[src/sv/assert_macros.svh]
// ----------------------------------------------------------------------------
// assertion macros
// shared property wrappers, compiled out for synthesis
// ----------------------------------------------------------------------------
`ifndef ASSERT_MACROS_SVH
`define ASSERT_MACROS_SVH

`ifndef SYNTHESIS

// same-cycle implication
`define ASSERT_IMPLIES(label, clk, rst, ante, cons) \
  label: assert property (@(posedge clk) disable iff (rst) (ante) |-> (cons)) \
    else $error("assertion failed: implication");

// next-cycle implication
`define ASSERT_NEXT(label, clk, rst, ante, cons) \
  label: assert property (@(posedge clk) disable iff (rst) (ante) |=> (cons)) \
    else $error("assertion failed: next-cycle implication");

`else

`define ASSERT_IMPLIES(label, clk, rst, ante, cons)
`define ASSERT_NEXT(label, clk, rst, ante, cons)

`endif

`endif

[src/sv/pfcs_pkg.sv]
`timescale 1ns / 1ps
// ----------------------------------------------------------------------------
// pfcs_pkg
// shared types, codes and constants of the flash command sequencer
// ----------------------------------------------------------------------------
package pfcs_pkg;

  localparam int ADDR_W       = 16;
  localparam int DATA_W       = 8;
  localparam int TO_W         = 25;
  localparam int STEP_W       = 3;
  localparam int ADDR_BITS    = 16;
  localparam int SECTOR_SHIFT = 12;
  localparam int QUEUE_DEPTH  = 4;

  localparam logic [TO_W-1:0] TIMEOUT_RESET = 25'd17170000;

  localparam logic [ADDR_W-1:0] ADDR_MASK =
    ADDR_W'((64'd1 << ADDR_BITS) - 64'd1);
  localparam logic [ADDR_W-1:0] SECTOR_MASK =
    ADDR_MASK & ~ADDR_W'((64'd1 << SECTOR_SHIFT) - 64'd1);

  localparam logic [ADDR_W-1:0] UNLOCK_ADDR1 = 16'h5555;
  localparam logic [ADDR_W-1:0] UNLOCK_ADDR2 = 16'h2AAA;
  localparam logic [DATA_W-1:0] UNLOCK_DATA1 = 8'hAA;
  localparam logic [DATA_W-1:0] UNLOCK_DATA2 = 8'h55;
  localparam logic [DATA_W-1:0] CMD_PROGRAM      = 8'hA0;
  localparam logic [DATA_W-1:0] CMD_ERASE_SETUP  = 8'h80;
  localparam logic [DATA_W-1:0] CMD_CHIP_ERASE   = 8'h10;
  localparam logic [DATA_W-1:0] CMD_SECTOR_ERASE = 8'h30;

  typedef enum logic [2:0] {
    FN_READ     = 3'd0,
    FN_PROGRAM  = 3'd1,
    FN_SECT_ERA = 3'd2,
    FN_CHIP_ERA = 3'd3,
    FN_POLL     = 3'd4
  } func_t;

  typedef enum logic [2:0] {
    K_WRITE   = 3'd0,
    K_READ    = 3'd1,
    K_DONE    = 3'd2,
    K_BUSY    = 3'd3,
    K_TIMEOUT = 3'd4,
    K_REJECT  = 3'd5,
    K_IDLE    = 3'd6
  } kind_t;

  typedef enum logic [1:0] {
    SEQ_SINGLE = 2'd0,
    SEQ_PROG   = 2'd1,
    SEQ_ERASE  = 2'd2
  } seq_t;

  // queued command: final write (or single result) address/data
  typedef struct packed {
    seq_t              seq;
    kind_t             kind;
    logic [ADDR_W-1:0] addr;
    logic [DATA_W-1:0] data;
  } cmd_t;

  typedef struct packed {
    kind_t             kind;
    logic [ADDR_W-1:0] addr;
    logic [DATA_W-1:0] data;
    logic              last;
  } out_item_t;

  // bus cycle for a given step of a queued command
  function automatic out_item_t seq_item(cmd_t cmd, logic [STEP_W-1:0] step);
    out_item_t it;
    it.kind = K_WRITE;
    it.addr = cmd.addr;
    it.data = cmd.data;
    it.last = 1'b0;
    unique case (cmd.seq)
      SEQ_SINGLE: begin
        it.kind = cmd.kind;
        it.last = 1'b1;
      end
      SEQ_PROG: begin
        unique case (step) inside
          3'd0: begin
            it.addr = UNLOCK_ADDR1;
            it.data = UNLOCK_DATA1;
          end
          3'd1: begin
            it.addr = UNLOCK_ADDR2;
            it.data = UNLOCK_DATA2;
          end
          3'd2: begin
            it.addr = UNLOCK_ADDR1;
            it.data = CMD_PROGRAM;
          end
          default: it.last = 1'b1;
        endcase
      end
      SEQ_ERASE: begin
        unique case (step) inside
          3'd0, 3'd3: begin
            it.addr = UNLOCK_ADDR1;
            it.data = UNLOCK_DATA1;
          end
          3'd1, 3'd4: begin
            it.addr = UNLOCK_ADDR2;
            it.data = UNLOCK_DATA2;
          end
          3'd2: begin
            it.addr = UNLOCK_ADDR1;
            it.data = CMD_ERASE_SETUP;
          end
          default: it.last = 1'b1;
        endcase
      end
      default: it.last = 1'b1;
    endcase
    return it;
  endfunction

endpackage

[src/sv/pfcs_front.sv]
`timescale 1ns / 1ps
// ----------------------------------------------------------------------------
// pfcs_front
// accepts requests, tracks busy/poll state and queues one command per known func
// ----------------------------------------------------------------------------
module pfcs_front (
  input  logic                         clk,
  input  logic                         rst,
  input  logic                         s_tvalid,
  output logic                         s_tready,
  input  logic [23:0]                  s_tdata,     // address[15:0], data[23:16]
  input  logic [2:0]                   s_tuser,     // func[2:0]
  input  logic                         cfg_wr_en,
  input  logic [pfcs_pkg::TO_W-1:0]    cfg_wr_data,
  input  logic                         q_full,
  output logic                         push,
  output pfcs_pkg::cmd_t               cmd
);
  import pfcs_pkg::*;

  logic              busy;
  logic              expected_msb;
  logic [TO_W-1:0]   poll_count;
  logic [TO_W-1:0]   poll_timeout;

  logic              busy_next;
  logic              expected_msb_next;
  logic [TO_W-1:0]   poll_count_next;
  logic [TO_W-1:0]   count_inc;
  logic              accept;
  logic [ADDR_W-1:0] in_addr;
  logic [DATA_W-1:0] in_data;
  func_t             func;

  assign s_tready  = !q_full;
  assign accept    = s_tvalid && s_tready;
  assign in_addr   = s_tdata[15:0] & ADDR_MASK;
  assign in_data   = s_tdata[23:16];
  assign func      = func_t'(s_tuser);
  assign count_inc = poll_count + 1'b1;

  always_comb begin
    busy_next         = busy;
    expected_msb_next = expected_msb;
    poll_count_next   = poll_count;
    push              = 1'b1;
    cmd.seq           = SEQ_SINGLE;
    cmd.kind          = K_REJECT;
    cmd.addr          = '0;
    cmd.data          = '0;
    unique case (func)
      FN_POLL: begin
        if (!busy) begin
          cmd.kind = K_IDLE;
        end else if (in_data[DATA_W-1] == expected_msb) begin
          cmd.kind        = K_DONE;
          busy_next       = 1'b0;
          poll_count_next = '0;
        end else if (count_inc >= poll_timeout) begin
          cmd.kind        = K_TIMEOUT;
          busy_next       = 1'b0;
          poll_count_next = '0;
        end else begin
          cmd.kind        = K_BUSY;
          poll_count_next = count_inc;
        end
      end
      FN_READ: begin
        if (!busy) begin
          cmd.kind = K_READ;
          cmd.addr = in_addr;
        end
      end
      FN_PROGRAM: begin
        if (!busy) begin
          cmd.seq           = SEQ_PROG;
          cmd.kind          = K_WRITE;
          cmd.addr          = in_addr;
          cmd.data          = in_data;
          busy_next         = 1'b1;
          expected_msb_next = in_data[DATA_W-1];
          poll_count_next   = '0;
        end
      end
      FN_SECT_ERA: begin
        if (!busy) begin
          cmd.seq           = SEQ_ERASE;
          cmd.kind          = K_WRITE;
          cmd.addr          = in_addr & SECTOR_MASK;
          cmd.data          = CMD_SECTOR_ERASE;
          busy_next         = 1'b1;
          expected_msb_next = 1'b1;
          poll_count_next   = '0;
        end
      end
      FN_CHIP_ERA: begin
        if (!busy) begin
          cmd.seq           = SEQ_ERASE;
          cmd.kind          = K_WRITE;
          cmd.addr          = UNLOCK_ADDR1;
          cmd.data          = CMD_CHIP_ERASE;
          busy_next         = 1'b1;
          expected_msb_next = 1'b1;
          poll_count_next   = '0;
        end
      end
      // unused function codes are dropped
      default: push = 1'b0;
    endcase
    push = push && accept;
  end

  always_ff @(posedge clk) begin
    if (rst) begin
      busy         <= 1'b0;
      expected_msb <= 1'b0;
      poll_count   <= '0;
      poll_timeout <= TIMEOUT_RESET;
    end else begin
      if (cfg_wr_en) begin
        poll_timeout <= cfg_wr_data;
      end
      if (accept) begin
        busy         <= busy_next;
        expected_msb <= expected_msb_next;
        poll_count   <= poll_count_next;
      end
    end
  end

endmodule

[src/sv/pfcs_fifo.sv]
`timescale 1ns / 1ps
// ----------------------------------------------------------------------------
// pfcs_fifo
// short command queue between the front and back ends
// ----------------------------------------------------------------------------
module pfcs_fifo #(
  parameter int DEPTH = pfcs_pkg::QUEUE_DEPTH
) (
  input  logic           clk,
  input  logic           rst,
  input  logic           push,
  input  pfcs_pkg::cmd_t push_cmd,
  input  logic           pop,
  output logic           full,
  output logic           empty,
  output pfcs_pkg::cmd_t head
);
  import pfcs_pkg::*;

  localparam int PTR_W = (DEPTH > 1) ? $clog2(DEPTH) : 1;
  localparam int CNT_W = $clog2(DEPTH + 1);

  cmd_t             entries [DEPTH];
  logic [PTR_W-1:0] wr_ptr;
  logic [PTR_W-1:0] rd_ptr;
  logic [CNT_W-1:0] count;
  logic             do_push;
  logic             do_pop;

  assign full    = (count == CNT_W'(DEPTH));
  assign empty   = (count == '0);
  assign do_push = push && !full;
  assign do_pop  = pop && !empty;
  assign head    = entries[rd_ptr];

  always_ff @(posedge clk) begin
    if (do_push) begin
      entries[wr_ptr] <= push_cmd;
    end
  end

  always_ff @(posedge clk) begin
    if (rst) begin
      wr_ptr <= '0;
      rd_ptr <= '0;
      count  <= '0;
    end else begin
      if (do_push) begin
        wr_ptr <= (wr_ptr == PTR_W'(DEPTH - 1)) ? '0 : wr_ptr + 1'b1;
      end
      if (do_pop) begin
        rd_ptr <= (rd_ptr == PTR_W'(DEPTH - 1)) ? '0 : rd_ptr + 1'b1;
      end
      if (do_push && !do_pop) begin
        count <= count + 1'b1;
      end else if (do_pop && !do_push) begin
        count <= count - 1'b1;
      end
    end
  end

endmodule

[src/sv/pfcs_back.sv]
`timescale 1ns / 1ps
// ----------------------------------------------------------------------------
// pfcs_back
// steps through the bus cycles of the queued command into an output register
// ----------------------------------------------------------------------------
`include "assert_macros.svh"

module pfcs_back (
  input  logic           clk,
  input  logic           rst,
  input  logic           head_valid,
  input  pfcs_pkg::cmd_t head,
  output logic           pop,
  output logic           m_tvalid,
  input  logic           m_tready,
  output logic [23:0]    m_tdata,   // bus_address[15:0], bus_data[23:16]
  output logic [2:0]     m_tuser,   // kind[2:0]
  output logic           m_tlast
);
  import pfcs_pkg::*;

  logic [STEP_W-1:0] step;
  out_item_t         item;
  logic              load;

  assign item = seq_item(head, step);
  assign load = head_valid && (!m_tvalid || m_tready);
  assign pop  = load && item.last;

  always_ff @(posedge clk) begin
    if (rst) begin
      step     <= '0;
      m_tvalid <= 1'b0;
    end else begin
      if (load) begin
        m_tvalid <= 1'b1;
        step     <= item.last ? '0 : step + 1'b1;
      end else if (m_tready) begin
        m_tvalid <= 1'b0;
      end
    end
  end

  always_ff @(posedge clk) begin
    if (load) begin
      m_tdata <= {item.data, item.addr};
      m_tuser <= item.kind;
      m_tlast <= item.last;
    end
  end

  `ASSERT_IMPLIES(a_step_range, clk, rst, 1'b1, step <= 3'd5)
  `ASSERT_IMPLIES(a_step_has_cmd, clk, rst, step != '0, head_valid)
  `ASSERT_NEXT(a_last_restarts, clk, rst, load && item.last, step == '0)

endmodule

[src/sv/parallel_flash_command_sequencer.sv]
`timescale 1ns / 1ps
// requests enter the command queue one per clock while it has room, then the back-end
//   output register; throughput: one result per clock while m_tready is high; a read
//   or status is one bus cycle, program/erase add unlocks, set by the back-end step counter
// reset: synchronous, active high; clears busy/poll state, empties the queue,
//   poll_timeout returns to 17170000
// ----------------------------------------------------------------------------
// parallel_flash_command_sequencer
// jedec-style nor flash command sequencer with dq7 data polling
// ----------------------------------------------------------------------------
module parallel_flash_command_sequencer #(
  parameter int QUEUE_DEPTH = pfcs_pkg::QUEUE_DEPTH
) (
  input  logic                      clk,
  input  logic                      rst,
  input  logic                      s_tvalid,
  output logic                      s_tready,
  input  logic [23:0]               s_tdata,     // address[15:0], data[23:16]
  input  logic [2:0]                s_tuser,     // func[2:0]
  output logic                      m_tvalid,
  input  logic                      m_tready,
  output logic [23:0]               m_tdata,     // bus_address[15:0], bus_data[23:16]
  output logic [2:0]                m_tuser,     // kind[2:0]
  output logic                      m_tlast,
  input  logic                      cfg_wr_en,
  input  logic [pfcs_pkg::TO_W-1:0] cfg_wr_data  // poll_timeout
);
  import pfcs_pkg::*;

  logic push;
  logic pop;
  logic q_full;
  logic q_empty;
  cmd_t push_cmd;
  cmd_t head;

  pfcs_front u_front (
    .clk         (clk),
    .rst         (rst),
    .s_tvalid    (s_tvalid),
    .s_tready    (s_tready),
    .s_tdata     (s_tdata),
    .s_tuser     (s_tuser),
    .cfg_wr_en   (cfg_wr_en),
    .cfg_wr_data (cfg_wr_data),
    .q_full      (q_full),
    .push        (push),
    .cmd         (push_cmd)
  );

  pfcs_fifo #(
    .DEPTH (QUEUE_DEPTH)
  ) u_fifo (
    .clk      (clk),
    .rst      (rst),
    .push     (push),
    .push_cmd (push_cmd),
    .pop      (pop),
    .full     (q_full),
    .empty    (q_empty),
    .head     (head)
  );

  pfcs_back u_back (
    .clk        (clk),
    .rst        (rst),
    .head_valid (!q_empty),
    .head       (head),
    .pop        (pop),
    .m_tvalid   (m_tvalid),
    .m_tready   (m_tready),
    .m_tdata    (m_tdata),
    .m_tuser    (m_tuser),
    .m_tlast    (m_tlast)
  );

endmodule
[config.mk]
export PLATFORM = sky130hd
export DESIGN_NAME = parallel_flash_command_sequencer
export DESIGN_NICKNAME = d
export VERILOG_FILES = /design/src/sv/pfcs_pkg.sv /design/src/sv/pfcs_front.sv /design/src/sv/pfcs_fifo.sv /design/src/sv/pfcs_back.sv /design/src/sv/parallel_flash_command_sequencer.sv
export VERILOG_INCLUDE_DIRS = /design/src /design/src/sv
export SDC_FILE = /design/constraint.sdc
export NUM_CORES = 1
export LEC_CHECK = 0
export BUFFER_PORTS_ARGS = -buffer_cell sky130_fd_sc_hd__buf_4
export CAP_MARGIN = 10
export CORE_UTILIZATION = 45
export CTS_CLUSTER_SIZE = 20
export DETAILED_ROUTE_END_ITERATION = 10
export PLACE_DENSITY_LB_ADDON = 0.2
export SLEW_MARGIN = 20
export SYNTH_ARGS = -nofsm -noshare
export SYNTH_HDL_FRONTEND = slang
export SYNTH_SLANG_ARGS = --single-unit
[constraint.sdc]
create_clock -name clk -period 6.94 [get_ports clk]
set_clock_uncertainty 0.2 [all_clocks]
set_input_delay 0.347 -clock clk [delete_from_list [all_inputs] [get_ports clk]]
set_output_delay 0.347 -clock clk [all_outputs]
set_load 0.05 [all_outputs]
* After elaboration in Yosys (flattened, before gate mapping)
Memories as Yosys holds them, arrays and structs flattened. A register that Yosys moved wholly into a read port is not among the register bits.
Index checks and enable logic that the tools add are counted.
** Cells by class
- Add/subtract/negate cells :: 6
- Bitwise gates (word level) :: 0
- Equal/unequal tests :: 18
- Reduce and logical (&&, ||, !) cells :: 32
- Shift operators :: 0
- Order comparisons :: 1
- Multipliers :: 0
- Mux-type cells :: 41
- Div/mod/pow operators :: 0
** Operators by type and width (count)
- 24-bit case mux with 3 select lines :: 2
- 25-bit 2-to-1 mux :: 4
- 16-bit case mux with 4 select lines :: 1
- 29-bit 2-to-1 mux :: 2
- 25-bit case mux with 2 select lines :: 1
- 24-bit case mux with 2 select lines :: 1
- 28-bit 2-to-1 mux :: 1
- 25-bit by 1-bit adder with 25-bit output (second input constant) :: 1
- 25-bit greater-or-equal comparator :: 1
- 8-bit case mux with 3 select lines :: 1
- 19-bit 2-to-1 mux :: 1
- 3-bit 2-to-1 mux :: 6
- 3-bit case mux with 5 select lines :: 1
- 3-bit by 2-bit equality test with 1-bit output (second input constant) :: 4
- 1-bit 2-to-1 mux :: 12
- 5-bit OR reduction :: 2
- 3-bit equality test (second input constant) :: 3
- 3-bit logical NOT :: 3
- 1-bit logical AND :: 8
- 2-bit 2-to-1 mux :: 4
- 4-bit AND reduction :: 2
- 2-bit nonzero test :: 4
- 3-bit by 1-bit adder with 3-bit output (second input constant) :: 2
- 2-bit equality test (second input constant) :: 3
- 15 further kinds :: 28
** Word-level totals
- Bits in read-only memories :: 0
- Word-level logic and storage cells :: 111
- Memories :: 1
- Latch bits :: 0
- Bits in registers :: 91
- Memory bits (writable) :: 116
** Memories
- u_fifo.entries :: words 4, bits a word 29, rd ports 1, clocked after Yosys merged registers in 1, write ports 1, line pfcs_fifo.sv:23 : cmd_t entries [DEPTH];

* Logic depth before layout (Yosys ltp)
Gate-level depths: netlist of run 1.
- Word-level depth :: 9
- Depth in mapped cells :: 16
- Depth with buffers taken out :: 13

* Modules after synthesis
From an unflattened synthesis of run 1, not the netlist that was laid out.
** Second synthesis, totals
- Cell total of the unflattened synthesis :: 774
- Area, all modules :: 9630.5 µm²
** Modules (own cells, without submodules)
- pfcs_fifo :: instances 1, sequential area each 3663.5 µm², cells each 201, area an instance 4673.2 µm²
- pfcs_front :: instances 1, sequential area each 1041.0 µm², cells each 442, area an instance 3311.9 µm²
- pfcs_back :: instances 1, sequential area each 920.9 µm², cells each 130, area an instance 1641.6 µm²
- parallel_flash_command_sequencer :: instances 1, sequential area each 0.0 µm², cells each 1, area an instance 3.8 µm²

* Least setup slack after synthesis of run 1
Ideal clock, no wire load.
- Path type :: flip-flop to flip-flop
- Start :: reg with a tool-made name
- End :: reg u_fifo.count[2]
- Arrival time :: 3.811 ns
- Setup slack :: 2.858 ns
- Setup time :: 0.071 ns
- Cell stages (with the launch flop) :: 17
- Buffers on the path :: 3
- Required time :: 6.669 ns
- Cell sequence :: dfxtp_1 > clkbuf_1 > buf_2 > mux4_2 > inv_1 > ha_1 > clkbuf_1 > nand3b_1 > o211ai_1 > and2_1 > inv_1 > ha_1 > inv_1 > fa_1 > xor2_1 > or3_1 > a21oi_1
** RTL lines
- end signal: assignment :: line pfcs_fifo.sv:55 : count <= count + 1'b1;
- end signal: assignment :: line pfcs_fifo.sv:57 : count <= count - 1'b1;
- end: declaration :: line pfcs_fifo.sv:26 : logic [CNT_W-1:0] count;

==> impl_metrics.ini, run 1 <==
[synth]
synth_top_flop_cell = sky130_fd_sc_hd__edfxtp_1
syn-num-nets = 889
synth-warning-count = 0
synth_top_cells_by_area = sky130_fd_sc_hd__edfxtp_1 (45%), sky130_fd_sc_hd__dfxtp_1 (14%), sky130_fd_sc_hd__mux4_2 (6.8%), sky130_fd_sc_hd__ha_1 (5.2%), sky130_fd_sc_hd__inv_1 (2.9%)
synth_top_area_share_pct = 45.1
syn-cell-area_um2 = 9580
synth_top_area_cell = sky130_fd_sc_hd__edfxtp_1
postSynthAreaPerCell_um2 = 12.1
post_synth_most_frequent_cells = sky130_fd_sc_hd__edfxtp_1 (144), sky130_fd_sc_hd__inv_1 (73), sky130_fd_sc_hd__nand2_1 (70)
yosysSeqAreaShare_pct = 58.7
synth_enable_flop_cells = 144
unique_masters_post_synth = 57
postSynthRegisterBits = 209
postSynthCellCount = 791
yosys.cell_count.top_type = sky130_fd_sc_hd__edfxtp_1
async_flop_share_pct = 0

[min_path]
hp-class = input pin to register
min_path_cells = 2
worst_hold_startpoint = s_tdata[5]
hold_end = u_fifo.entries[1][13]$_DFFE_PP_

[grt]
grt_pass1_wl_um = 32000
grt_start_max_net_pins = 42
first_global_vias = 6224
grt_overflow = 0
grt.total_usage_pct = 18.6
grt_antenna_before_repair = 0

[die]
design.core.area_um2 = 21000
design.portCount = 87
die_width_um = 148
die-height_um = 148
dieArea_um2 = 21900
initial_utilization_pct = 45.7
num_rows = 53

[critical_path]
critical_path_peak_fanout = 26
startpoint_type = register
max_stage_delay_ns = 0.63
crit_arrival_ns = 4.47
crit_path_cell_trace = ha_1, nand3_2, or4_4, nor4_1, xor2_1, ha_1, nand4_1, nor4_1, o311ai_0, nand4_1, buf_4, nand2b_1, a31oi_1
r2r.worst_path.cells = 13
cp_slowest_cell = sky130_fd_sc_hd__or4_4
cp.required_ns = 6.95
regToRegEndpoint = u_fifo.entries[2][24]$_DFFE_PP_
crit_path_end_kind = register
setup.reg_to_reg.worst_slack_ns = 2.48
worstReg2RegStart = u_front.poll_count[0]$_SDFFE_PP0P_
timing.setup.critical_path_class = register to register

[finish]
final_nets = 998
drive_above_1_share_pct = 18.5
antenna_cells_inserted = 0
final_cell_area_um2 = 11600
area_growth_pct = 20.7

[sta]
timing.fmax_mhz = 224
relative_slew_slack_pct = 27.7
report.final.slew_viol_count = 0
tightest_slew_ns = 1.09
worst_slack_ns = 2.48
post_layout_min_period_ns = 4.46
period_utilisation_layout_pct = 64.2
rsz0062_at_grt = no
setup_total_negative_slack_ns = 0
hold_violations = 0
setup_viol_count_final = 0

[cts]
cts_tree = built
cts.repair.resized = 0
cts_max_path_bufs = 3
cts.sinks = 209
cts_root_buffer = sky130_fd_sc_hd__clkbuf_16
tritoncts.num_buffers = 22
clock_insertion_delay_worst_skew_ns = 0.50
cts_setup_buffers = 0
cts.clk_slew.worst_paths_ns = 0.06
cts_hold_buffers = 29
h-tree-depth = 1

[drt]
post-route-drc-count = 0
totalWireLength_um = 19800
final_antenna_net_count = 0
routed-via-count = 6241
wire_per_inst_um = 16.6
dr.pass1.iters = 5
vias_per_cell = 5.24
drt-initial-drc-count = 399

[power]
power_density_nw_per_um2 = 365
design_power_total_mw = 4.22
leakagePower_nw = 4.65
power.ir.vdd_worst_uv = 173

[placed_design]
dp_worst_setup_slack_ns = 2.56
dpl-instance-area_um2 = 10500
dpl.hpwl_um = 12600
place.port_buffers = 86
gp_congestion = 0.818

[job]
max_cap_violations = 0

[outcome]
outcome = finished clean
[critical path: cells and delay by family (launching register included)]
kind                       cells  cell delay (ns)
and+or+nand+nor                7             2.14
xor gates and xnor gates       1             0.15
adders and majority gates      2             0.56
AOI/OAI and AO/OA              2             0.39
buffers and inverters          1             0.30
DFF                            1             0.41
[final cells by class]
cell class / instances / area, µm²
flip-flops and latches: 209 / 5630
inverters: 74 / 278
clock buffers: 25 / 583
repair buffers: 120 / 973
fillers: 1784 / 9380
well taps: 275 / 344
clock inverters: 14 / 218
multi-input cells: 473 / 3550
[worst max-delay path by stage]
stage / endpoint / slack [ns] / from / cells past startpoint
5_1_grt: u_fifo.entries[3][24]$_DFFE_PP_ / 2.09 / u_front.poll_count[0]$_SDFFE_PP0P_ / 13
2_1_floorplan: u_fifo.count[2]$_SDFFE_PP0P_ / 2.86 / register / 16
3_3_place_gp: u_fifo.entries[0][24]$_DFFE_PP_ / 2.75 / u_front.poll_count[0]$_SDFFE_PP0P_ / 13
6_report: u_fifo.entries[2][24]$_DFFE_PP_ / 2.48 / u_front.poll_count[0]$_SDFFE_PP0P_ / 13
3_5_place_dp: u_fifo.entries[1][24]$_DFFE_PP_ / 2.56 / u_front.poll_count[0]$_SDFFE_PP0P_ / 13
4_1_cts: u_fifo.entries[2][24]$_DFFE_PP_ / 2.48 / u_front.poll_count[0]$_SDFFE_PP0P_ / 13
[stage by stage]
stage               instances  hold slack, ns  utilization (%)
floorplan                 791           0.226                -
global placement         1122           0.236             50.0
detailed placement       1122           0.239             50.0
CTS                      1190        0.000873             55.2
global route             1190          0.0113             55.2
finish                   1190          0.0165             55.2
[power by group]
group / switching [mW] / total (mW) / internal [mW]
sequential: 0.0913 / 1.67 / 1.57
combinational: 0.819 / 1.27 / 0.449
clock: 0.462 / 1.29 / 0.823
[state kept, by name, summed over array words and instances (netlist names), named ones only]
name	flops
u_back.m_tvalid	1
u_front.expected_msb	1
u_fifo.count	3
u_fifo.entries	116
u_front.poll_count	25
u_fifo.rd_ptr	2
u_fifo.wr_ptr	2
u_back.m_tlast	1
u_front.poll_timeout	25
u_front.busy	1
u_back.m_tdata	24
u_back.m_tuser	3
u_back.step	3
[kinds of logic (layout without fill, tap and decap cells)]
family | count (synthesis) | count (layout) | share of synthesized area, %
muxes | 47 | 47 | 8.69
DFF | 209 | 209 | 58.7
xor gates and xnor gates | 21 | 21 | 2.00
adders and majority gates | 41 | 41 | 5.43
and+or+nand+nor | 235 | 235 | 12.2
AOI/OAI and AO/OA | 129 | 129 | 8.62
buffers and inverters | 109 | 233 | 4.37
[per-layer routing]
layer	wire length, µm	up-vias	track usage (%)
met1	9180	2994	25.6
met4	457	0	4.95
met2	9400	137	31.0
met5	0	-	0
li1	-	3083	-
met3	747	27	2.69
[placed cells by master, fill, tap and decap left out, drive strengths merged, types with 18 or more instances in the layout]
cell         synthesis  final
mux4                29     29
mux2i               18     18
inv                 73     73
edfxtp             144    144
and2                26     26
dfxtp               65     65
nor2                60     60
clkbuf              31     25
buf                  4     91
nand2               70     70
ha                  40     40
a21oi               28     28
dlygate4sd3          0     29
o21ai               36     36
No activity file was read; power rests on OpenSTA's default activity.
==> run 2: changes to the inputs <==
ABC_AREA = 1   (was unset)
clock period = 4.4 ns   (was 6.94 ns; I/O delays follow)
==> run 2 against run 1 <==
Against the previous run: critical path depth grew 3; fmax increased by 20%; setup slack worse by 1.8 ns; first-iteration DRC count up 22%; sequential power increased by 55%; cell area grew 5.7%; via count grew 24%; critical endpoint is now u_fifo.count[2]$_SDFFE_PP0P_.
==> impl_metrics.ini, run 2 <==
[finish]
most_common_cell_after_layout_fill_and_taps_aside = sky130_fd_sc_hd__nand2_1
top_flop_regs = u_fifo.entries x116, u_front.poll_count x25, u_front.poll_timeout x25
drive_above_1_share_pct = 13.8
final_nets = 1295
area_growth_pct = 25.2
antenna_cells_inserted = 0
most-common-layout-cells = sky130_fd_sc_hd__nand2_1 (159), sky130_fd_sc_hd__edfxtp_1 (144), sky130_fd_sc_hd__nor2_1 (137), sky130_fd_sc_hd__inv_1 (101), sky130_fd_sc_hd__buf_4 (99)
final_cell_area_um2 = 12200
largest_register_ff_count = 116
regMostFlops = u_fifo.entries

[placed_design]
place.port_buffers = 86
dpl-instance-area_um2 = 10700
gp_congestion = 0.892
dpl.hpwl_um = 14800

[critical_path]
cp_slowest_cell = sky130_fd_sc_hd__inv_1
crit_path_end_kind = register
timing.setup.critical_path_class = register to register
critical_path_peak_fanout = 34
path_buf_inv = 4
max_stage_delay_ns = 0.53
crit_arrival_ns = 3.94
cp.required_ns = 4.61
startpoint_type = register
crit_path_cell_trace = inv_1, nand2_1, a32oi_1, inv_1, ha_1, nand2_1, inv_2, nand2_1, nand2_2, ha_1, inv_1, fa_1, a21oi_1, o21ai_0, o21ai_0, a21oi_1
crit_family = adder cells

[sta]
tightest_slew_ns = 0.973
setup_total_negative_slack_ns = 0
report.final.slew_viol_count = 0
timing.fmax_mhz = 268
hold_violations = 0
period_utilisation_layout_pct = 84.7
rsz0062_at_grt = no
relative_slew_slack_pct = 34.9
post_layout_min_period_ns = 3.73
setup_viol_count_final = 0

[cts]
cts_root_buffer = sky130_fd_sc_hd__clkbuf_16
tritoncts.num_buffers = 23
cts.sinks = 209
cts_tree = built
cts_max_path_bufs = 3
h-tree-depth = 1
cts.clk_slew.worst_paths_ns = 0.06
cts_setup_buffers = 0
clock_insertion_delay_worst_skew_ns = 0.52

[grt]
use_met3_pct = 2.94
grt_most_used_layer = met2
grt_use_met1_pct = 29.3
grt_pass1_wl_um = 37400
grt.total_usage_pct = 21.5
grt_start_max_net_pins = 40
grt_antenna_before_repair = 0
grt_overflow = 0
grt.met2_usage_pct = 35.3
first_global_vias = 7430

[power]
leakagePower_nw = 5.01
power.ir.vdd_worst_uv = 298
power_density_nw_per_um2 = 543

[drt]
final_antenna_net_count = 0
wire_per_inst_um = 15.8
drt-initial-drc-count = 485
post-route-drc-count = 0
vias_per_cell = 5.19
totalWireLength_um = 23500
routed-via-count = 7724
dr.pass1.iters = 5

[synth]
synth-warning-count = 0
yosys.cell_count.top_type = sky130_fd_sc_hd__nand2_1
postSynthCellCount = 1039
syn-num-nets = 1137
post_synth_most_frequent_cells = sky130_fd_sc_hd__nand2_1 (159), sky130_fd_sc_hd__edfxtp_1 (144), sky130_fd_sc_hd__nor2_1 (141)
synth_top_area_share_pct = 44.3
postSynthAreaPerCell_um2 = 9.40
unique_masters_post_synth = 39
async_flop_share_pct = 0
synth_top_cells_by_area = sky130_fd_sc_hd__edfxtp_1 (44%), sky130_fd_sc_hd__dfxtp_1 (13%), sky130_fd_sc_hd__nand2_1 (6.1%), sky130_fd_sc_hd__nor2_1 (5.4%), sky130_fd_sc_hd__ha_1 (5.1%)
postSynthRegisterBits = 209
yosysSeqAreaShare_pct = 57.6
synth_top_area_cell = sky130_fd_sc_hd__edfxtp_1
synth_top_flop_cell = sky130_fd_sc_hd__edfxtp_1
synth_enable_flop_cells = 144
syn-cell-area_um2 = 9770

[die]
die_width_um = 149
design.core.area_um2 = 21200
design.portCount = 87
initial_utilization_pct = 46.2
num_rows = 53
die-height_um = 149
dieArea_um2 = 22300

[outcome]
outcome = finished clean

[job]
max_cap_violations = 0

[min_path]
hp-class = input pin to register
run 2: metrics by stage:
| step | worst slack, ns | hold WS [ns] | std cells | total power [mW] | utilization (%) |
|---|---|---|---|---|---|
| after floorplan | 0.573 | 0.142 | 1039 | 4.08 | - |
| after global placement | 0.807 | 0.235 | 1368 | 4.71 | 50.6 |
| after detailed placement | 0.732 | 0.239 | 1368 | 4.73 | 50.6 |
| after CTS | 0.681 | 0.0404 | 1489 | 6.68 | 57.8 |
| after global routing | 0.396 | 0.0920 | 1489 | 6.98 | 57.8 |
| final | 0.675 | 0.0663 | 1489 | 6.64 | 57.8 |
run 2: logic make-up (layout without fill, tap and decap cells):
group | after synthesis | in the layout | synth area share (%)
AOI/OAI and AO/OA | 235 | 235 | 12.7
adders and majority gates | 41 | 41 | 5.33
and+or+nand+nor | 376 | 376 | 16.4
DFF | 209 | 209 | 57.6
buffers and inverters | 162 | 337 | 6.47
xor gates and xnor gates | 16 | 16 | 1.43
run 2: timing repair:
| item | CTS | global route |
|---|---|---|
| gates resized for setup | 0 | 0 |
| hold buffers | 79 | 0 |
| endpoints found under the setup margin | 0 | 0 |
| endpoints found under the hold margin | 147 | 0 |
run 2: cell type report:
class / instances / area [µm²]
clock buffer: 27 / 602
sequential: 209 / 5630
timing repair buffer: 178 / 1530
fill: 1849 / 8920
inverter: 117 / 439
tap: 275 / 344
multi-input combinational: 668 / 3540
clock inverter: 15 / 140
run 2: final timing paths:
path | from | endpoint | slack, ns | depth (start not counted)
setup reg to reg | register | u_fifo.count[2]$_SDFFE_PP0P_ | 0.67 | 16
setup / recovery | register | u_fifo.count[2]$_SDFFE_PP0P_ | 0.67 | 16
hold / removal | s_tuser[0] | u_fifo.entries[1][21]$_DFFE_PP_ | 0.07 | 4
hold reg to reg | u_front.poll_timeout[17]$_SDFFE_PP0P_ | u_front.poll_timeout[17]$_SDFFE_PP0P_ | 0.28 | 2
run 2: report_power, final:
group	leakage, nW	internal, mW	total (mW)	switching [mW]
Clock	0.370	1.10	1.89	0.785
Combinational	2.73	0.646	2.16	1.52
Sequential	1.91	2.47	2.59	0.116
Total	5.01	4.22	6.64	2.42
run 2: routing by layer:
| layer | up-vias | share of wire [%] |
|---|---|---|
| met5 | - | 0 |
| met4 | 0 | 2.3 |
| met3 | 41 | 5.9 |
| met2 | 229 | 46 |
| met1 | 3604 | 46 |
| li1 | 3850 | - |
run 2: worst reg2reg max path, delay by kind of cell, from the launching register on:
kind	cells	cell delay (ns)
adders and majority gates	3	0.96
buffers and inverters	4	0.77
AOI/OAI and AO/OA	5	0.72
DFF	1	0.51
and+or+nand+nor	4	0.46
